==> src/rtl/core/ins_pkg.sv <==
// shared types and constants for the insertion sorter
// used by ins_cell and insertion_sorter; no dependencies
`default_nettype none

package ins_pkg;

  localparam int unsigned DATA_W = 32;

  typedef enum logic {
    ST_COLLECT,
    ST_DRAIN
  } state_e;

  // broadcast to every cell of the chain
  typedef struct packed {
    logic                     ins_en;
    logic                     drain;
    logic signed [DATA_W-1:0] value;
  } cell_ctrl_t;

  // per-cell position relative to the fill count
  typedef struct packed {
    logic occupied;
    logic at_fill;
  } slot_t;

endpackage

`default_nettype wire

==> src/rtl/core/ins_cell.sv <==
// one compare-and-shift cell of the sorting chain
// depends on ins_pkg for the control and slot types
`default_nettype none

module ins_cell (
  input  wire logic                             clk_i,
  input  wire ins_pkg::cell_ctrl_t              ctrl_i,
  input  wire ins_pkg::slot_t                   slot_i,
  input  wire logic signed [ins_pkg::DATA_W-1:0] left_value_i,
  input  wire logic                             left_greater_i,
  input  wire logic signed [ins_pkg::DATA_W-1:0] right_value_i,
  output logic signed [ins_pkg::DATA_W-1:0]      value_o,
  output logic                                  greater_o
);

  logic signed [ins_pkg::DATA_W-1:0] value_q, value_d;

  assign greater_o = slot_i.occupied && (value_q > ctrl_i.value);
  assign value_o   = value_q;

  always_comb begin
    value_d = value_q;
    if (ctrl_i.drain) begin
      value_d = right_value_i;
    end else if (ctrl_i.ins_en) begin
      if (left_greater_i) begin
        value_d = left_value_i;
      end else if (greater_o || slot_i.at_fill) begin
        value_d = ctrl_i.value;
      end
    end
  end

  always_ff @(posedge clk_i) begin
    value_q <= value_d;
  end

endmodule

`default_nettype wire

==> config.mk <==
export PLATFORM = sky130hd
export DESIGN_NAME = ins_cell
export DESIGN_NICKNAME = d
export VERILOG_FILES = /design/src/rtl/core/ins_pkg.sv /design/src/rtl/core/ins_cell.sv
export SDC_FILE = /design/constraint.sdc
export NUM_CORES = 1
export LEC_CHECK = 0
export ABC_CLOCK_PERIOD_IN_PS = 13100
export BUFFER_PORTS_ARGS = -buffer_cell sky130_fd_sc_hd__buf_2
export CAP_MARGIN = 20
export CORE_ASPECT_RATIO = 0.7
export CORE_UTILIZATION = 49
export CTS_CLUSTER_DIAMETER = 60
export DETAILED_ROUTE_END_ITERATION = 12
export PLACE_DENSITY = 0.95
export SYNTH_ARGS = -nofsm -noshare
export SYNTH_HDL_FRONTEND = slang
export SYNTH_SLANG_ARGS = --single-unit
==> constraint.sdc <==
create_clock -name clk_i -period 13.1 [get_ports clk_i]
set_clock_uncertainty 0.1 [all_clocks]
set_input_delay 0.655 -clock clk_i [delete_from_list [all_inputs] [get_ports clk_i]]
set_output_delay 0.655 -clock clk_i [all_outputs]
set_load 0.01 [all_outputs]
==> out/results.ini, run 1 <==
[outcome]
status = completed

[final_layout]
syn2layout_area_growth_pct = 33.4
largest_reg_flops = 32
nFillCells = 420
multi_input_area_um2 = 1340
fin_area_um2 = 3280
drive_gt1_share_pct = 37.2
antenna_cells = 0
layout.area.seq_um2 = 961
final_nets = 525

[die]
pin_count = 135
rows = 21
die_h_um = 61.2
start_util_pct = 51.1
die-area_um2 = 5300
die_w_um = 86.6
core_area_um2 = 4810

[placement]
placed_cell_area_um2 = 3200
gp_congestion = 0.765
io_buffer_count = 134
hpwl_um = 5190
place_ws_ns = 9.72

[sta]
fin_setup_tns_ns = 0
max_slew.worst_pin.slew_ns = 0.997
hold_violations = 0
period_needed_ns = 3.32
holdWs_ns = 0.559
fmaxAchievable_ghz = 0.302
setup_ws_ns = 9.78
report.final.slew_viol_count = 0
setup_violations = 0
relSlewSlack_pct = 33.5
fin_crit_sh_pct = 25.3
rsz0062_at_grt = false

[setup_path]
critical_path_required_ns = 12.35
end_kind = primary output
crit_fanout = 3
crit_arrival_ns = 2.56
cp-startpoint = ctrl_i[7]
path_class = primary input to primary output
reg2reg_slack_ns = 10.11
rr_startpoint = value_o[14]$_DFFE_PP_
critPathLaunchType = primary input

[cts]
clockBufferDepth = 2
htree_levels = 2
cts_root_buffer = clkbuf_8
clk_pin_slew_worst_paths_ns = 0.06
cts_tree = built
cts_resized = 0
cts_made_buffers = 5
hold_buffers = 0
clk_latency_ns = 0.27
cts.sinks = 32
cts_setup_buffers = 0

[synth]
syn_area_per_cell_um2 = 9.48
synth_seq_cells = 32
synth_cell_type_count = 28
syn_area_um2 = 2460
syn_nets = 393
ys_seq_area_share_pct = 39.1
yosysWarnings = 0
synth_cells = 259

[detailed_routing]
drtIter0Drc = 98
vias_per_cell = 5.17
dr.pass1.iters = 4
vias = 2385
antenna_left = 0
drcViolationCount = 0
wl_per_cell_um = 14.1
wirelength_um = 6520

[global_route]
gr-total-overflow = 0
grt_pass1_wl_um = 9840
grt_max_degree = 66
grt.total_usage_pct = 25.3
antenna_found_initial = 0
grt_pass1_vias = 2140

[worst_hold_path]
hold_path_startpoint = right_value_i[29]
hold_path_class = primary input to register

[power]
pwr_density_cell_nw_per_um2 = 91.5
leakage_nw = 1.75
ir_drop_mv = 0.0612

[run]
maxCapViolCount = 0

[cells by family after synthesis]
group	after synthesis	share of synthesized area, %
buf+inv	44	6.88
flops	32	39.1
fa+ha+maj	32	16.3
simple gates	61	11.2
compound gates	58	13.4
mux	32	13.0
[cells in the final DEF, fill, tap and decap left out]
cell       instances
buf_2            134
nand2_1           39
o21ai_1           34
inv_1             33
mux2i_1           32
ha_1              32
edfxtp_1          32
a21oi_1           11
nand4_1            7
clkbuf_8           5
nand3_1            4
nor4_1             3
a21oi_2            3
nor2_1             3
a21o_1             2
nor3_1             2
clkbuf_1           2
buf_4              2
nand4_2            1
o21ai_0            1
a221o_1            1
nor2b_1            1
o211ai_1           1
a2111oi_0          1
or3_1              1
a221oi_1           1
o2111ai_1          1
o21a_1             1
o31ai_4            1
clkinv_1           1
[cell type report]
type / count / area share (%)
multi-input combinational: 183 / 40.9
sequential: 32 / 29.3
timing repair buffer: 136 / 20.9
inverter: 33 / 3.78
tap: 69 / 2.63
clock buffer: 7 / 2.33
clock inverter: 1 / 0.115
[layer usage]
layer / GRT usage (%) / wire length, um / up-vias
li1: - / - / 1201
met1: 32.5 / 2960 / 1083
met2: 43.9 / 3120 / 95
met3: 5.50 / 398 / 6
met4: 7.62 / 42 / 0
met5: 0 / 0 / -
[stage by stage]
stage          total power [mW]  instances  utilization [%]
3_5_place_dp              0.230        453             66.5
6_report                  0.300        461             68.1
3_3_place_gp              0.225        453             66.5
5_1_grt                   0.320        461             68.1
4_1_cts                   0.303        461             68.1
2_1_floorplan             0.188        259                -
[Yosys cell counts]
library cell / count / area, um2
or3_1: 1 / 6.26
a2111oi_0: 1 / 8.76
nor4_1: 3 / 18.8
nand4_1: 7 / 43.8
o21a_1: 1 / 7.51
o31ai_1: 1 / 7.51
nand3_1: 4 / 20.0
nor3_1: 2 / 10.0
o211ai_1: 1 / 7.51
inv_1: 33 / 124
nand2_1: 39 / 146
a221o_1: 1 / 10.0
clkbuf_1: 7 / 26.3
edfxtp_1: 32 / 961
o21ai_1: 34 / 170
nor2_1: 3 / 11.3
buf_1: 1 / 3.75
a21o_1: 2 / 15.0
nor2b_1: 1 / 6.26
nand4_2: 1 / 12.5
o21ai_0: 1 / 5.00
a221oi_1: 1 / 8.76
a21oi_1: 11 / 55.1
mux2i_1: 32 / 320
a21oi_2: 3 / 26.3
o2111ai_1: 1 / 8.76
ha_1: 32 / 400
buf_2: 3 / 15.0
[final timing paths]
kind | cells after the start | endpoint
min reg2reg | 4 | value_o[8]$_DFFE_PP_
max | 10 | greater_o
max reg2reg | 7 | value_o[21]$_DFFE_PP_
min | 3 | value_o[29]$_DFFE_PP_
[worst max-delay path, stage by stage]
cell     delay, ns
buf_2         0.09
inv_1         0.04
ha_1          0.32
a21oi_1       0.15
o21ai_0       0.14
a221o_1       0.31
or3_1         0.40
a21oi_2       0.22
nor3_1        0.10
buf_2         0.15
[power by group]
part	switching (mW)	internal [mW]	total, mW
combinational	0.0522	0.0429	0.0951
clock	0.0341	0.0369	0.0711
sequential	0.00627	0.127	0.133
total	0.0926	0.207	0.300
Power figures use the tool's default switching activity.
==> run 2: changes to the inputs <==
--- a/config.mk
+++ b/config.mk
@@ -5,14 +5,15 @@
 export SDC_FILE = /design/constraint.sdc
 export NUM_CORES = 1
 export LEC_CHECK = 0
-export ABC_CLOCK_PERIOD_IN_PS = 13100
+export ABC_AREA = 1
+export ABC_CLOCK_PERIOD_IN_PS = 2900
 export BUFFER_PORTS_ARGS = -buffer_cell sky130_fd_sc_hd__buf_2
 export CAP_MARGIN = 20
 export CORE_ASPECT_RATIO = 0.7
-export CORE_UTILIZATION = 49
+export CORE_UTILIZATION = 41
 export CTS_CLUSTER_DIAMETER = 60
 export DETAILED_ROUTE_END_ITERATION = 12
-export PLACE_DENSITY = 0.95
+export PLACE_DENSITY = 0.89
 export SYNTH_ARGS = -nofsm -noshare
 export SYNTH_HDL_FRONTEND = slang
 export SYNTH_SLANG_ARGS = --single-unit
==> constraint.sdc (replaced) <==
create_clock -name clk_i -period 2.9 [get_ports clk_i]
set_clock_uncertainty 0.1 [all_clocks]
set_input_delay 0.145 -clock clk_i [delete_from_list [all_inputs] [get_ports clk_i]]
set_output_delay 0.145 -clock clk_i [all_outputs]
set_load 0.01 [all_outputs]
==> out/results.ini, run 2 <==
[placement]
place_ws_ns = 0.540  ; -9.18 ns
gp_congestion = 0.769  ; +0.60%
io_buffer_count = 134  ; unchanged
placedCellCount = 494  ; +9.1%
hpwl_um = 5060  ; -2.7%

[detailed_routing]
dr.pass1.iters = 5  ; +1
drcViolationCount = 0  ; unchanged
wirelength_um = 6420  ; -1.5%
vias_per_cell = 5.00  ; -3.4%
antenna_left = 0  ; unchanged
vias = 2508  ; +5.2%
wl_per_cell_um = 12.8  ; -9.5%
drtIter0Drc = 74  ; -24%

[power]
ir_drop_mv = 0.201  ; +230%
pwr_density_cell_nw_per_um2 = 399  ; +340%
leakage_nw = 1.71  ; -2.1%

[synth]
syn_area_per_cell_um2 = 8.54  ; -9.9%
ys_seq_area_share_pct = 38.0  ; -1.1 points
synth_common_cells = 69 x nand2_1, 42 x inv_1, 32 x edfxtp_1, 32 x ha_1, 31 x o21a_1
synth_cells = 296  ; +14%
syn_nets = 430  ; +9.4%
async_flop_share_pct = 0  ; unchanged
synth_seq_cells = 32  ; unchanged
synth.most_common_cell = nand2_1
yosysWarnings = 0  ; unchanged
yosysTopAreaCellShare_pct = 38.0  ; -1.1 points
synth_edf_count = 32  ; unchanged
synth_cell_type_count = 23  ; -18%
syn_area_um2 = 2530  ; +3.0%
synth_ff_type = edfxtp_1
yosys-top-cells-area = edfxtp_1 38%, ha_1 16%, nand2_1 10%, o21a_1 9.2%, o211ai_1 8.6%
yosys.area.top_type = edfxtp_1

[setup_path]
end_kind = register
crit_arrival_ns = 2.25  ; -0.31 ns
rr_startpoint = value_o[5]$_DFFE_PP_
cp-startpoint = value_o[5]$_DFFE_PP_
crit_path_top_delay_cell = edfxtp_1
critical_path.cell_chain = ha_1, a21oi_1, nor2_1, nor2_1, nand2_1, nand2_1, nand2_1, nand2_1, nand2_1, nand2_1, nand3_2, a21oi_4, buf_12
max_stage_delay_ns = 0.41  ; about the same
critPathLaunchType = register
crit_fanout = 32  ; +29
cp_common_cell = nand2_1
path_class = register to register
critical_path_required_ns = 2.77  ; -9.58 ns

[global_route]
gr-total-overflow = 0  ; unchanged
grt.total_usage_pct = 19.9  ; -5.4 points
grt_max_degree = 63  ; -4.5%
antenna_found_initial = 0  ; unchanged
grt_pass1_vias = 2369  ; +11%
grt_pass1_wl_um = 9780  ; -0.63%

[sta]
period_needed_ns = 2.38
hold_violations = 0  ; unchanged
max_slew.worst_pin.slew_ns = 0.953  ; -0.0445 ns
rsz0062_at_grt = false
fin_setup_tns_ns = 0  ; unchanged
setup_violations = 0  ; unchanged
setup_ws_ns = 0.517  ; -9.27 ns
fin_crit_sh_pct = 82.2
relSlewSlack_pct = 36.4  ; +2.9 points
report.final.slew_viol_count = 0  ; unchanged
fmaxAchievable_ghz = 0.420

[die]
start_util_pct = 43.3  ; -7.8 points
die_w_um = 95.9  ; +11%
rows = 23  ; +9.5%
die_h_um = 67.7  ; +11%
core_area_um2 = 5840  ; +21%
die-area_um2 = 6490  ; +22%
pin_count = 135  ; unchanged

[final_layout]
final-instance-count-excl-fill = 502  ; +8.9%
largest_reg_flops = 32  ; unchanged
antenna_cells = 0  ; unchanged
drive_gt1_share_pct = 34.7  ; -2.6 points
layout_commonest_cell = buf_2
syn2layout_area_growth_pct = 32.8
final_nets = 560  ; +6.7%
final_cell_mix = 134 x buf_2, 69 x nand2_1, 42 x inv_1

[cts]
hold_buffers = 0  ; unchanged
htree_levels = 2  ; unchanged
cts.sinks = 32  ; unchanged
cts_resized = 0  ; unchanged
cts_setup_buffers = 0  ; unchanged
clockBufferDepth = 2  ; unchanged
clk_latency_ns = 0.28  ; about the same
cts_made_buffers = 5  ; unchanged
cts_tree = built
cts_root_buffer = clkbuf_8
clk_pin_slew_worst_paths_ns = 0.06  ; about the same

[outcome]
status = completed

[worst_hold_path]
hold_path_startpoint = right_value_i[2]
hold_path_class = primary input to register

[run]
maxCapViolCount = 0  ; unchanged

[run 2: path summary, 6_finish.rpt]
path / slack (ns) / endpoint / depth (start not counted)
hold / removal: 0.04 / value_o[2]$_DFFE_PP_ / 2
setup / recovery: 0.52 / value_o[26]$_DFFE_PP_ / 13
hold reg to reg: 1.10 / value_o[0]$_DFFE_PP_ / 5
setup reg to reg: 0.52 / value_o[26]$_DFFE_PP_ / 13
[run 2: final cells by class]
cell class,instances,area [um2]
Fill cell,547,2480
Clock inverter,1,3.75
Multi-Input combinational cell,207,1360
Tap cell,75,93.8
Timing Repair Buffer,136,698
Inverter,44,165
Sequential cell,32,961
Clock buffer,7,76.3
[run 2: power breakdown]
part	switching, mW	internal (mW)	leakage (nW)
Combinational	0.230	0.193	1.35
Clock	0.153	0.167	0.0399
Sequential	0.0247	0.570	0.319
[run 2: worst max-delay path: cells and delay by family (launching register included)]
| kind | cells | cell delay (ns) |
|---|---|---|
| AND/OR/NAND/NOR | 9 | 0.66 |
| flip-flops | 1 | 0.41 |
| AO/OA/AOI/OAI | 2 | 0.35 |
| adder cells (fa/ha/maj) | 1 | 0.32 |
| buffers and inverters | 1 | 0.22 |
[run 2: logic make-up (layout without fill, tap and decap cells)]
family | count (synthesis) | count (layout) | synth area share [%]
compound gates | 85 | 85 | 23.1
fa+ha+maj | 32 | 32 | 15.8
buf+inv | 57 | 188 | 8.56
flops | 32 | 32 | 38.0
simple gates | 90 | 90 | 14.5
[run 2: routing by layer]
layer	track usage, %	routed length, um	part of all wire [%]	vias up
li1	-	-	-	1283
met5	0	0	0	-
met1	22.6	2920	45	1122
met2	36.9	3040	47	92
met4	7.28	80	1.2	0
met3	4.39	384	6.0	11
[run 2: metrics by stage]
step	hold slack, ns	cell area [um2]	utilization [%]	power [mW]
floorplan	0.231	2530	-	0.851
global placement	0.322	3280	56.1	1.01
detailed placement	0.323	3280	56.1	1.03
CTS	0.0275	3360	57.5	1.36
global route	0.0288	3360	57.5	1.43
finish	0.0408	3360	57.5	1.34
